===== config.mk =====
export PLATFORM = sky130hd
export DESIGN_NAME = sha1_hash_engine_flat
export DESIGN_NICKNAME = d
export VERILOG_FILES = /design/src/sv/sha1_pkg.sv /design/src/sv/sha1_if.sv /design/src/sv/sha1_datapath.sv /design/src/sv/sha1_ctrl.sv /design/src/sv/sha1_hash_engine.sv /design/src/flat_wrapper.sv
export SDC_FILE = /design/constraint.sdc
export NUM_CORES = 2
export LEC_CHECK = 0
export ABC_CLOCK_PERIOD_IN_PS = 6700
export BUFFER_PORTS_ARGS = -buffer_cell sky130_fd_sc_hd__buf_4
export CORE_MARGIN = 2
export CORE_UTILIZATION = 47
export CTS_CLUSTER_SIZE = 12
export DETAILED_ROUTE_END_ITERATION = 7
export PLACE_DENSITY_LB_ADDON = 0.15
export SLEW_MARGIN = 0
export SYNTH_ARGS = -nofsm -noshare
export SYNTH_HDL_FRONTEND = slang
export SYNTH_SLANG_ARGS = --single-unit
export TNS_END_PERCENT = 5

===== constraint.sdc =====
create_clock -name i_clk -period 6.7 [get_ports i_clk]
set_clock_uncertainty 0.2 [all_clocks]
set_input_delay 0 -clock i_clk [delete_from_list [all_inputs] [get_ports i_clk]]
set_output_delay 0 -clock i_clk [all_outputs]
set_load 0.02 [all_outputs]

===== src/sv/sha1_pkg.sv =====
// ----------------------------------------------------------------------------
// SHA-1 engine package
// Shared constants, types and round functions.
// ----------------------------------------------------------------------------
package sha1_pkg;

    localparam int unsigned BlockBytes = 64;
    localparam int unsigned Rounds     = 80;

    localparam logic [31:0] Iv0 = 32'h67452301;
    localparam logic [31:0] Iv1 = 32'hEFCDAB89;
    localparam logic [31:0] Iv2 = 32'h98BADCFE;
    localparam logic [31:0] Iv3 = 32'h10325476;
    localparam logic [31:0] Iv4 = 32'hC3D2E1F0;

    localparam logic [5:0] LenOffset = 6'd56;

    // datapath byte source
    typedef enum logic [1:0] {
        SRC_DATA = 2'd0,
        SRC_PAD  = 2'd1,
        SRC_ZERO = 2'd2,
        SRC_LEN  = 2'd3
    } t_src;

    typedef struct packed {
        logic       put;       // write one byte into the block buffer
        t_src       src;
        logic [7:0] data;
        logic       count;     // add 8 to the bit count
        logic       latch_len; // snapshot bit count for padding
        logic       start;     // start compression
        logic       init;      // reload IV and clear counts
    } t_cmd;

    typedef struct packed {
        logic       busy;      // compression or fold running
        logic [5:0] fill;
    } t_status;

    function automatic logic [31:0] round_k(input logic [6:0] rnd);
        logic [31:0] k;
        if (rnd < 7'd20)      k = 32'h5A827999;
        else if (rnd < 7'd40) k = 32'h6ED9EBA1;
        else if (rnd < 7'd60) k = 32'h8F1BBCDC;
        else                  k = 32'hCA62C1D6;
        return k;
    endfunction

    function automatic logic [31:0] round_f(input logic [6:0] rnd, input logic [31:0] b,
                                            input logic [31:0] c, input logic [31:0] d);
        logic [31:0] f;
        if (rnd < 7'd20)      f = (b & c) | (~b & d);
        else if (rnd < 7'd40) f = b ^ c ^ d;
        else if (rnd < 7'd60) f = (b & c) | (b & d) | (c & d);
        else                  f = b ^ c ^ d;
        return f;
    endfunction

endpackage


===== src/sv/sha1_if.sv =====
// ----------------------------------------------------------------------------
// SHA-1 engine channel interfaces
// Valid/ready channels for message bytes and digest words.
// ----------------------------------------------------------------------------
interface sha1_in_if;
    logic       valid;
    logic       ready;
    logic [7:0] data_byte;
    logic       byte_present;
    logic       end_of_message;
    modport source (output valid, data_byte, byte_present, end_of_message, input ready);
    modport sink   (input valid, data_byte, byte_present, end_of_message, output ready);
endinterface

interface sha1_out_if;
    logic        valid;
    logic        ready;
    logic [31:0] digest_word;
    logic [2:0]  word_number;
    logic        last_word;
    modport source (output valid, digest_word, word_number, last_word, input ready);
    modport sink   (input valid, digest_word, word_number, last_word, output ready);
endinterface


===== src/sv/sha1_datapath.sv =====
// ----------------------------------------------------------------------------
// SHA-1 datapath
// Block words, bit count, message schedule and one round per cycle.
// ----------------------------------------------------------------------------
module sha1_datapath (
    input  logic              i_clk,
    input  logic              i_rst_n,
    input  sha1_pkg::t_cmd    i_cmd,
    input  logic [2:0]        i_word_sel,
    output sha1_pkg::t_status o_status,
    output logic [31:0]       o_hash_word
);

    logic [5:0]  r_fill;
    logic [63:0] r_bits;
    logic [63:0] r_len;
    logic [31:0] r_h [5];
    logic [31:0] r_w [16];
    logic [31:0] r_a, r_b, r_c, r_d, r_e;
    logic [6:0]  r_rnd;
    logic        r_busy;
    logic        r_fold;

    logic [7:0]  n_byte;
    logic [31:0] n_wnew;
    logic [31:0] n_wcur;
    logic [31:0] n_t;
    logic [2:0]  len_idx;

    assign len_idx = r_fill[2:0];

    always_comb begin
        case (i_cmd.src)
            sha1_pkg::SRC_DATA: n_byte = i_cmd.data;
            sha1_pkg::SRC_PAD:  n_byte = 8'h80;
            sha1_pkg::SRC_ZERO: n_byte = 8'h00;
            default:            n_byte = r_len[8'(7 - len_idx) * 8 +: 8];
        endcase
    end

    // schedule word for this round comes from the 16-word window
    assign n_wnew = {r_w[13] ^ r_w[8] ^ r_w[2] ^ r_w[0]};
    assign n_wcur = (r_rnd < 7'd16) ? r_w[0] : {n_wnew[30:0], n_wnew[31]};
    assign n_t    = {r_a[26:0], r_a[31:27]} + sha1_pkg::round_f(r_rnd, r_b, r_c, r_d)
                  + r_e + sha1_pkg::round_k(r_rnd) + n_wcur;

    // bytes land big-endian straight in the schedule window; no put while busy
    always_ff @(posedge i_clk) begin
        if (i_cmd.put) begin
            r_w[r_fill[5:2]][{~r_fill[1:0], 3'b000} +: 8] <= n_byte;
        end
        if (i_cmd.start) begin
            r_a <= r_h[0]; r_b <= r_h[1]; r_c <= r_h[2]; r_d <= r_h[3]; r_e <= r_h[4];
        end else if (r_busy) begin
            for (int i = 0; i < 15; i++) begin
                r_w[i] <= r_w[i + 1];
            end
            r_w[15] <= n_wcur;
            r_e <= r_d;
            r_d <= r_c;
            r_c <= {r_b[1:0], r_b[31:2]};
            r_b <= r_a;
            r_a <= n_t;
        end
        if (i_cmd.latch_len) begin
            r_len <= r_bits;
        end
    end

    always_ff @(posedge i_clk) begin
        if (!i_rst_n || i_cmd.init) begin
            r_fill <= '0;
            r_bits <= '0;
            r_busy <= 1'b0;
            r_fold <= 1'b0;
            r_rnd  <= '0;
            r_h[0] <= sha1_pkg::Iv0;
            r_h[1] <= sha1_pkg::Iv1;
            r_h[2] <= sha1_pkg::Iv2;
            r_h[3] <= sha1_pkg::Iv3;
            r_h[4] <= sha1_pkg::Iv4;
        end else begin
            r_fold <= 1'b0;
            if (i_cmd.put) begin
                r_fill <= r_fill + 6'd1;
            end
            if (i_cmd.count) begin
                r_bits <= r_bits + 64'd8;
            end
            if (i_cmd.start) begin
                r_busy <= 1'b1;
                r_rnd  <= '0;
            end else if (r_busy) begin
                r_rnd <= r_rnd + 7'd1;
                if (r_rnd == 7'(sha1_pkg::Rounds - 1)) begin
                    r_busy <= 1'b0;
                    r_fold <= 1'b1;
                end
            end
            if (r_fold) begin
                r_h[0] <= r_h[0] + r_a;
                r_h[1] <= r_h[1] + r_b;
                r_h[2] <= r_h[2] + r_c;
                r_h[3] <= r_h[3] + r_d;
                r_h[4] <= r_h[4] + r_e;
            end
        end
    end

    assign o_status.busy = r_busy | r_fold;
    assign o_status.fill = r_fill;
    assign o_hash_word   = r_h[(i_word_sel > 3'd4) ? 3'd4 : i_word_sel];

endmodule


===== src/sv/sha1_ctrl.sv =====
// ----------------------------------------------------------------------------
// SHA-1 controller
// Sequences byte intake, padding, compression and digest output.
// ----------------------------------------------------------------------------
module sha1_ctrl (
    input  logic              i_clk,
    input  logic              i_rst_n,
    sha1_in_if.sink           in_ch,
    sha1_out_if.source        out_ch,
    input  sha1_pkg::t_status i_status,
    input  logic [31:0]       i_hash_word,
    output sha1_pkg::t_cmd    o_cmd,
    output logic [2:0]        o_word_sel
);

    typedef enum logic [6:0] {
        ST_IDLE = 7'b0000001,
        ST_PAD  = 7'b0000010,
        ST_ZERO = 7'b0000100,
        ST_LEN  = 7'b0001000,
        ST_WAIT = 7'b0010000,
        ST_OUT  = 7'b0100000,
        ST_INIT = 7'b1000000
    } t_state;

    t_state      r_state, n_state;
    logic [2:0]  r_word, n_word;
    logic        r_ovalid, n_ovalid;
    logic [31:0] r_odata;
    logic        take;
    logic        put_last;

    assign take     = in_ch.valid && in_ch.ready;
    assign put_last = i_status.fill == 6'd63;
    assign in_ch.ready = (r_state == ST_IDLE) && !i_status.busy;

    always_comb begin
        n_state  = r_state;
        n_word   = r_word;
        n_ovalid = r_ovalid;
        o_cmd    = '0;
        o_cmd.src = sha1_pkg::SRC_DATA;
        o_cmd.data = in_ch.data_byte;
        if (out_ch.valid && out_ch.ready) begin
            n_ovalid = 1'b0;
        end
        unique case (r_state)
            ST_IDLE: begin
                if (take) begin
                    if (in_ch.byte_present) begin
                        o_cmd.put   = 1'b1;
                        o_cmd.count = 1'b1;
                        o_cmd.start = put_last;
                    end
                    if (in_ch.end_of_message) begin
                        n_state = ST_PAD;
                    end
                end
            end
            ST_PAD: begin
                if (!i_status.busy) begin
                    o_cmd.latch_len = 1'b1;
                    o_cmd.put       = 1'b1;
                    o_cmd.src       = sha1_pkg::SRC_PAD;
                    o_cmd.start     = put_last;
                    n_state         = ST_ZERO;
                end
            end
            ST_ZERO: begin
                if (!i_status.busy) begin
                    if (i_status.fill == sha1_pkg::LenOffset) begin
                        n_state = ST_LEN;
                    end else begin
                        o_cmd.put   = 1'b1;
                        o_cmd.src   = sha1_pkg::SRC_ZERO;
                        o_cmd.start = put_last;
                    end
                end
            end
            ST_LEN: begin
                o_cmd.put = 1'b1;
                o_cmd.src = sha1_pkg::SRC_LEN;
                if (put_last) begin
                    o_cmd.start = 1'b1;
                    n_state     = ST_WAIT;
                end
            end
            ST_WAIT: begin
                if (!i_status.busy) begin
                    n_word  = '0;
                    n_state = ST_OUT;
                end
            end
            ST_OUT: begin
                if (!r_ovalid || (out_ch.valid && out_ch.ready)) begin
                    n_ovalid = 1'b1;
                    n_word   = r_word + 3'd1;
                    if (r_word == 3'd4) begin
                        n_state = ST_INIT;
                    end
                end
            end
            ST_INIT: begin
                o_cmd.init = 1'b1;
                n_state    = ST_IDLE;
            end
            default: n_state = ST_IDLE;
        endcase
    end

    always_ff @(posedge i_clk) begin
        if (!i_rst_n) begin
            r_state  <= ST_IDLE;
            r_word   <= '0;
            r_ovalid <= 1'b0;
        end else begin
            r_state  <= n_state;
            r_word   <= n_word;
            r_ovalid <= n_ovalid;
        end
    end

    // output register: number is one behind the issue counter
    logic [2:0] r_onum;
    always_ff @(posedge i_clk) begin
        if (r_state == ST_OUT && (!r_ovalid || (out_ch.valid && out_ch.ready))) begin
            r_odata <= i_hash_word;
            r_onum  <= r_word;
        end
    end

    assign o_word_sel          = r_word;
    assign out_ch.valid        = r_ovalid;
    assign out_ch.digest_word  = r_odata;
    assign out_ch.word_number  = r_onum;
    assign out_ch.last_word    = r_onum == 3'd4;

endmodule


===== src/sv/sha1_hash_engine.sv =====
// ----------------------------------------------------------------------------
// SHA-1 hash engine
// Byte-serial SHA-1 with digest output as five 32-bit words.
// ----------------------------------------------------------------------------
// Usage:
//   in_ch carries one transaction per message byte (byte_present) and marks
//   the last transaction with end_of_message; an end transaction without a
//   byte finalizes the message, so an empty message is allowed.
//   out_ch returns five transactions per message: digest words H0..H4,
//   big-endian, word_number 0..4, last_word set on the fifth.
// Throughput: bytes are taken back to back; every 64th byte starts the
//   compression, 80 rounds at one round per cycle and then a fold into the
//   chaining value, during which input is held off. The round unit sets the rate.
// Finishing: after the end transaction, padding writes one byte per cycle
//   while no compression runs and takes one or two compressions, then the
//   five words follow one per cycle when the receiver is ready.
// Reset: loads the initial chaining value and clears counts; no clearing pass.
// Stall: a stalled receiver holds the current word in the output register and
//   the digest sequencing waits; only the fifth word may still wait there
//   while bytes of the next message are taken.
// ----------------------------------------------------------------------------
module sha1_hash_engine (
    input  logic        i_clk,
    input  logic        i_rst_n,
    sha1_in_if.sink     in_ch,
    sha1_out_if.source  out_ch
);

    sha1_pkg::t_cmd    cmd;
    sha1_pkg::t_status status;
    logic [2:0]        word_sel;
    logic [31:0]       hash_word;

    sha1_ctrl u_ctrl (
        .i_clk       (i_clk),
        .i_rst_n     (i_rst_n),
        .in_ch       (in_ch),
        .out_ch      (out_ch),
        .i_status    (status),
        .i_hash_word (hash_word),
        .o_cmd       (cmd),
        .o_word_sel  (word_sel)
    );

    sha1_datapath u_dp (
        .i_clk       (i_clk),
        .i_rst_n     (i_rst_n),
        .i_cmd       (cmd),
        .i_word_sel  (word_sel),
        .o_status    (status),
        .o_hash_word (hash_word)
    );

endmodule

===== src/flat_wrapper.sv =====
// flat-port wrapper written by rule: the top's interface ports become plain ports
module sha1_hash_engine_flat 
  (i_clk, i_rst_n, in_ch_valid, in_ch_data_byte, in_ch_byte_present, in_ch_end_of_message, in_ch_ready, out_ch_valid, out_ch_digest_word, out_ch_word_number, out_ch_last_word, out_ch_ready);
  sha1_in_if in_ch_i ();
  sha1_out_if out_ch_i ();
  input  logic i_clk;
  input  logic i_rst_n;
  input wire logic [$bits(in_ch_i.valid)-1:0] in_ch_valid;
  input wire logic [$bits(in_ch_i.data_byte)-1:0] in_ch_data_byte;
  input wire logic [$bits(in_ch_i.byte_present)-1:0] in_ch_byte_present;
  input wire logic [$bits(in_ch_i.end_of_message)-1:0] in_ch_end_of_message;
  output wire logic [$bits(in_ch_i.ready)-1:0] in_ch_ready;
  output wire logic [$bits(out_ch_i.valid)-1:0] out_ch_valid;
  output wire logic [$bits(out_ch_i.digest_word)-1:0] out_ch_digest_word;
  output wire logic [$bits(out_ch_i.word_number)-1:0] out_ch_word_number;
  output wire logic [$bits(out_ch_i.last_word)-1:0] out_ch_last_word;
  input wire logic [$bits(out_ch_i.ready)-1:0] out_ch_ready;
  assign in_ch_i.valid = in_ch_valid;
  assign in_ch_i.data_byte = in_ch_data_byte;
  assign in_ch_i.byte_present = in_ch_byte_present;
  assign in_ch_i.end_of_message = in_ch_end_of_message;
  assign in_ch_ready = in_ch_i.ready;
  assign out_ch_valid = out_ch_i.valid;
  assign out_ch_digest_word = out_ch_i.digest_word;
  assign out_ch_word_number = out_ch_i.word_number;
  assign out_ch_last_word = out_ch_i.last_word;
  assign out_ch_i.ready = out_ch_ready;
  sha1_hash_engine u_core (.i_clk(i_clk), .i_rst_n(i_rst_n), .in_ch(in_ch_i), .out_ch(out_ch_i));
endmodule

After elaboration in Yosys (flattened, before gate mapping)
Memories as Yosys holds them, arrays and structs flattened. A register that Yosys moved wholly into a read port is not among the register bits.
Index checks and enable logic that the tools add are counted.
{ "classes": {"n_reduce_logical": 16, "n_shift": 3, "eq_ne": 23, "bitwise": 21, "magnitude_cmp": 5, "n_mux": 71, "addsub": 15} }
{ "ops": {"columns": ["op", "count"], "rows": [
  ["32-bit two-way mux", 22],
  ["32-bit adder", 9],
  ["32-bit XOR", 5],
  ["32-bit bitwise AND", 4],
  ["32-bit bitwise OR", 3],
  ["64-bit by 4-bit adder with 64-bit output, second input constant", 1],
  ["64-bit by 12-bit variable part select with 8-bit output", 1],
  ["7-bit two-way mux", 9],
  ["7-bit case mux with 6 select lines", 1],
  ["32-bit inverter", 1],
  ["8-bit by 7-bit variable shift with 32-bit output, first input constant", 1],
  ["8-bit by 7-bit variable part select with 32-bit output", 1],
  ["31-bit two-way mux", 1],
  ["1-bit two-way mux", 26],
  ["8-bit case mux with 3 select lines", 1],
  ["3-bit two-way mux", 6],
  ["2-bit inequality test, second input constant", 9],
  ["7-bit == test, second input constant", 2],
  ["7-bit by 5-bit less-than comparator with 1-bit output, second input constant", 2],
  ["7-bit by 6-bit less-than comparator with 1-bit output, second input constant", 2],
  ["6-bit == test, second input constant", 2],
  ["9-bit AND reduction", 1],
  ["1-bit case mux with 4 select lines", 2],
  ["7-bit by 1-bit adder with 7-bit output, second input constant", 1],
  ["28 further kinds", 41]
]} }
{ "totals": {"wordCells": 171, "in_bits": 14, "n_memories": 2, "reg_bits": 317, "ram_bits": 672, "output_inout_bits": 38} }
{ "mem_list": {"columns": ["name", "words", "word_bits", "rd", "rd_clocked_by_memory_dff", "write_ports", "line_no", "rtl"], "rows": [
  ["u_core.u_dp.r_w", 16, 32, 16, 0, 17, "sha1_datapath.sv:18", "logic [31:0] r_w [16];"],
  ["u_core.u_dp.r_h", 5, 32, 6, 1, 5, "sha1_datapath.sv:17", "logic [31:0] r_h [5];"]
]} }

Logic depth before layout (Yosys ltp)
{ "logic_depth": {"ltp_word": 12, "ltp_mapped": 23, "ltp_nobuf": 21} }

By module
A second synthesis with hierarchy kept.
{ "unflattened": {"cells_unflattened": 4768, "area_unflattened_um2": 55668.4} }
{ "by_module_without_submodules": {"columns": ["mod", "area_each_um2", "seq_area_each_um2", "n_inst", "cells_per_inst"], "rows": [
  ["sha1_datapath", 53719.0, 28337.2, 1, 4619],
  ["sha1_ctrl", 1949.4, 1271.2, 1, 149]
]} }

Worst setup path before layout
Ideal clock, no wire load.
{ "synth_path": {"path_kind": "register to register", "from": "register u_core.u_dp.r_fill[1]", "to": "register u_core.u_dp.r_a[0], enable pin", "arrival_ns": 6.054, "stages_incl_launch_ff": 11, "slack_ns": -0.102, "required_ns": 5.952, "period_less_slack_ns": 6.802, "path_buffers": 3, "setup_time_ns": 0.548, "path_cell_list": "dfxtp_1 clkbuf_1 buf_2 inv_1 ha_1 a41o_1 a211o_2 nand3_2 nand3_4 clkbuf_1 nand2b_1"} }
{ "synth_between": {"elab_chain_len": 5, "elab_cells_between_ends": 10, "cone_classes": "eq/ne (2); mux (7); reduce/logical (1)"} }
{ "synth_rtl": {"columns": ["item", "line_no", "rtl"], "rows": [
  ["start, declared", "sha1_datapath.sv:14", "logic [5:0] r_fill;"],
  ["start signal, assigned", "sha1_datapath.sv:85", "r_fill <= r_fill + 6'd1;"],
  ["6-bit == test, on equally long branches", "sha1_ctrl.sv:34, sha1_ctrl.sv:71", null],
  ["1-bit two-way mux, on equally long branches", "sha1_ctrl.sv:71, sha1_ctrl.sv:50", null],
  ["1-bit two-way mux, on equally long branches", "sha1_ctrl.sv:70, sha1_ctrl.sv:49", null],
  ["1-bit case mux with 4 select lines *", "sha1_ctrl.sv:47", "unique case (r_state)"],
  ["2-bit nonzero test (no source line) *", null, null],
  ["end signal, assigned", "sha1_datapath.sv:53", "r_a <= r_h[0]; r_b <= r_h[1]; r_c <= r_h[2]; r_d <= r_h[3]; r_e <= r_h[4];"],
  ["end signal, assigned", "sha1_datapath.sv:63", "r_a <= n_t;"],
  ["end, declared", "sha1_datapath.sv:19", "logic [31:0] r_a, r_b, r_c, r_d, r_e;"]
]} }
Every way passes the cells marked *; elsewhere a longest branch is shown, timed or not.
A chain may end at the register's enable or synchronous reset.

Worst setup path after layout
{ "layout_path": {"from": "register u_core.u_dp.r_rnd[4]", "to": "register u_core.u_dp.r_a[29] (data pin)"} }
{ "layout_between": {"elab_chain_len": 10, "elab_cells_between_ends": 17, "cone_classes": "add/sub (4); order compare (4); mux (9)"} }
{ "layout_rtl": {"columns": ["item", "line_no", "rtl"], "rows": [
  ["start, declared", "sha1_datapath.sv:20", "logic [6:0] r_rnd;"],
  ["start signal, assigned", "sha1_datapath.sv:94", "r_rnd <= r_rnd + 7'd1;"],
  ["7-bit by 6-bit less-than comparator with 1-bit output", "sha1_pkg.sv:45, sha1_pkg.sv:55", null],
  ["32-bit two-way mux", "sha1_pkg.sv:55", "else if (rnd < 7'd60) f = (b & c) | (b & d) | (c & d);"],
  ["32-bit two-way mux", "sha1_pkg.sv:54", "else if (rnd < 7'd40) f = b ^ c ^ d;"],
  ["32-bit two-way mux", "sha1_pkg.sv:53", "if (rnd < 7'd20) f = (b & c) | (~b & d);"],
  ["32-bit adder", "sha1_datapath.sv:44", "assign n_t = {r_a[26:0], r_a[31:27]} + sha1_pkg::round_f(r_rnd, r_b, r_c, r_d)"],
  ["32-bit adder (2 in a row)", "sha1_datapath.sv:45", "+ r_e + sha1_pkg::round_k(r_rnd) + n_wcur;"],
  ["32-bit adder *", "sha1_datapath.sv:45", null],
  ["32-bit two-way mux *", "sha1_datapath.sv:54", "end else if (r_busy) begin"],
  ["32-bit two-way mux *", "sha1_datapath.sv:52", "if (i_cmd.start) begin"]
]} }
Every way passes the cells marked *; elsewhere a longest branch is shown, timed or not. The select of a mux whose other input is x is not followed.

==> metrics.md <==
| Metric | Value |
|---|---|
| Status | `complete, no violations` |
| Slew @ Worst Pin | `1350 ps` |
| Synth unique cells | `88` |
| Post-synthesis cell count | `4,768` |
| Antenna violations before repair | `2` |
| CP max FO | `62` |
| Syn Area/Cell | `11.5 µm²` |
| Ports | `52` |
| Vias/cell | `5.86` |
| Most frequent cells in the layout | `edfxtp_1 (928), nand2_1 (651), a21o_1 (552)` |
| Endpoints failing hold | `0` |
| Flop2flop setup slack | `520 ps` |
| Drt pass-1 iters | `6` |
| Sequential share of the synthesized area | `53.8%` |
| Post-route setup TNS | `0 ps` |
| Final wirelength | `152 mm` |
| Core area | `0.116 mm²` |
| Port Buffers | `51` |
| Area of the multi-input gates | `0.0236 mm²` |
| Skew-Pair Late Insertion Delay | `730 ps` |
| Fin nets | `5,174` |
| Die height | `346 µm` |
| DR DRC count | `0` |
| Unrepaired setup endpoints after global routing | `false` |
| Finish-stage setup viols | `0` |
| Crit-path cells | `nor3_2, buf_12, a21oi_1, fa_1, inv_1, fa_1, inv_1, fa_1, inv_1, ha_1, nor2b_1, o31a_1, o2111ai_1, a21boi_0, nor2_1, o311ai_0, buf_4, o31ai_1, xnor2_1, mux2_2` |
| Top FF cell, synth | `edfxtp_1` |
| Final-report max-slew violation count | `0` |
| Worst hold path depth | `6` |
| Layout area overhead | `11.0%` |
| Global routing usage on met1 | `37.5%` |
| Busiest grt layer | `met2` |
| Hold EP | `u_core.u_dp.r_bits[4]` |
| CTS sink count | `1,015` |
| Iteration-0 DRC Markers | `3,414` |
| Vias in the first global route | `36.7k` |
| Worst Path Arrival | `6420 ps` |
| Post-CTS sizing | `0` |
| CP max stage cell | `fa_1` |
| CTS tree | `built` |
| PD cells | `254 mW/mm²` |
| Synth top area cells | `edfxtp_1 (51%), a21o_1 (7.5%), ha_1 (4.6%)` |
| Reg2reg start | `u_core.u_dp.r_rnd[4]` |
| Longest Clk Path Bufs | `3` |
| Final min period | `6180 ps` |
| Post-synth top area share | `50.6%` |
| Maximum achievable frequency | `0.162 GHz` |
| Hold crit path type | `input port to register` |
| Crit path launch type | `register` |
| Async set-reset flop share out of synthesis | `0%` |
| EDFF count, synth | `928` |
| ANT cells | `0` |
| YS warnings | `0` |
| Worst VDD drop | `0.248 mV` |
| Total grt overflow | `0` |
| Req. time, crit path | `6940 ps` |
| FF+latch count, synth | `1,015` |
| Max H-tree Level | `3` |
| GR Layer Usage met3 | `3.32%` |
| Via Count | `37.8k` |
| End-of-flow core utilization | `52.6%` |
| FF/Latch Area | `0.0296 mm²` |
| Met2 Usage GRT | `38.2%` |
| GRT Util Overall | `25.1%` |
| Clock transition at path regs | `60 ps` |
| Initial Utilization | `47.4%` |
| CP delay by family, top | `adder cells` |
| Row cnt | `125` |
| HP Start | `in_ch_byte_present` |
| Die Span X | `346 µm` |
| Layout cells sized above 1 | `8.49%` |
| RR Endpoint | `u_core.u_dp.r_a[29]` |
| Fill count | `10.1k` |
| Mapped cell area | `0.0551 mm²` |
| Hold Slack | `82.5 ps` |
| Num CTS Buffers | `111` |
| Die Area | `0.120 mm²` |
| Leak | `0.0261 µW` |
| Normalized max-slew margin | `8.88%` |
| First-pass GRT wire length | `230 mm` |
| Total of max-cap violations | `0` |
| Cell type with the largest total area after synthesis | `edfxtp_1` |
| Crit share post-route | `92.2%` |
| CP Class | `register to register` |
| Most common cell after layout, fill and taps aside | `edfxtp_1` |
| WP buf/inv | `5` |
| WL/cell | `23.6 µm` |
| Root buffer cell | `clkbuf_16` |
| Syn nets | `5,110` |
| GPL Wtd Cong | `0.939` |
| Largest net degree at the start of global routing | `146` |
| Max incr delay on CP | `570 ps` |
| DP Wirelength | `108 mm` |
| Worst R2R Path Depth | `20` |
| Endpoint type of the worst setup path | `register` |
| Routed Antenna Nets | `0` |
==> layer usage <==
| layer | part of all wire (%) | up-vias |
|---|---|---|
| met5 | 0.0086 | - |
| met4 | 2.9 | 2 |
| met3 | 6.3 | 201 |
| li1 | - | 17400 |
| met2 | 44 | 1205 |
| met1 | 46 | 19000 |
==> registers in the layout, summed over array words and instances (netlist names), 3 cells and up <==
name	cells
u_core.u_ctrl.r_state	7
u_core.u_ctrl.out_ch.word_number	3
u_core.u_dp.r_e	32
u_core.u_dp.r_h	160
u_core.u_ctrl.o_word_sel	3
u_core.u_dp.r_bits	61
u_core.u_dp.r_w	512
u_core.u_dp.r_d	32
u_core.u_dp.r_b	32
u_core.u_dp.r_rnd	7
u_core.u_dp.r_a	32
u_core.u_ctrl.out_ch.digest_word	32
u_core.u_dp.r_len	61
u_core.u_dp.r_c	32
u_core.u_dp.r_fill	6
==> Yosys cell counts, types with 32 or more instances <==
library cell	count
a211oi_1	32
a21o_1	552
a21oi_1	157
and3_1	36
buf_2	83
clkbuf_1	114
dfxtp_1	87
edfxtp_1	928
fa_1	125
ha_1	203
inv_1	246
mux2i_1	40
mux4_2	45
nand2_1	653
nand2b_1	37
nand3_1	56
nor2_1	300
nor2b_1	40
nor3_1	43
o21ai_0	266
o22ai_1	33
xnor2_1	190
xor2_1	116
==> cell type report <==
type / instances / area share [%]
Tap cell: 1524 / 3.12
Inverter: 247 / 1.52
Multi-Input combinational cell: 3286 / 38.7
Clock buffer: 152 / 5.14
Sequential cell: 1015 / 48.5
Timing Repair Buffer: 171 / 2.29
Clock inverter: 52 / 0.746
==> tightest hold or removal path, stage by stage <==
cell and delay (ps):
dlygate4sd3_1 540, buf_4 130, nand2_1 50, nor2_1 90
nand3_1 100, a21oi_1 50
==> metrics by stage <==
stage               instance area, µm²  cells  setup WS (ps)  power, µW
finish                           61100   6447            523      15500
global route                     61100   6447            193      16100
CTS                              61100   6447            474      15600
detailed placement               57300   6226            536       9510
global placement                 57300   6226            551       9480
floorplan                        55100   4768            138       8950
==> what timing repair did <==
item,CTS,global route
endpoints found under the hold margin,188,0
buffers inserted,0,0
hold buffers,17,0
==> where the power goes <==
| group | internal, µW | switching (µW) |
|---|---|---|
| Clock | 3430 | 2650 |
| Combinational | 923 | 1220 |
| Sequential | 7200 | 71.1 |
==> worst max path at each step <==
stage | startpoint | to | slack [ps] | depth (start not counted)
global placement | u_core.u_dp.r_rnd[4] | u_core.u_dp.r_a[29] | 550 | 20
detailed placement | u_core.u_dp.r_rnd[4] | u_core.u_dp.r_a[29] | 540 | 20
global route | u_core.u_dp.r_rnd[4] | u_core.u_dp.r_a[31] | 190 | 21
floorplan | u_core.u_ctrl.r_state[6] | u_core.u_dp.r_w[0][15] | 140 | 8
finish | u_core.u_dp.r_rnd[4] | u_core.u_dp.r_a[29] | 520 | 20
CTS | u_core.u_dp.r_rnd[4] | u_core.u_dp.r_a[29] | 470 | 20
==> cell families (layout without fill, tap and decap cells) <==
family	count (synthesis)	in the layout	share of synthesized area [%]
compound gates	1274	1274	15.8
simple gates	1290	1290	10.4
fa+ha+maj	328	328	9.16
buf+inv	467	622	3.42
mux	88	88	2.63
flops	1015	1015	53.8
xor+xnor	306	306	4.87
Note: power is estimated with default switching activity, not from simulation.
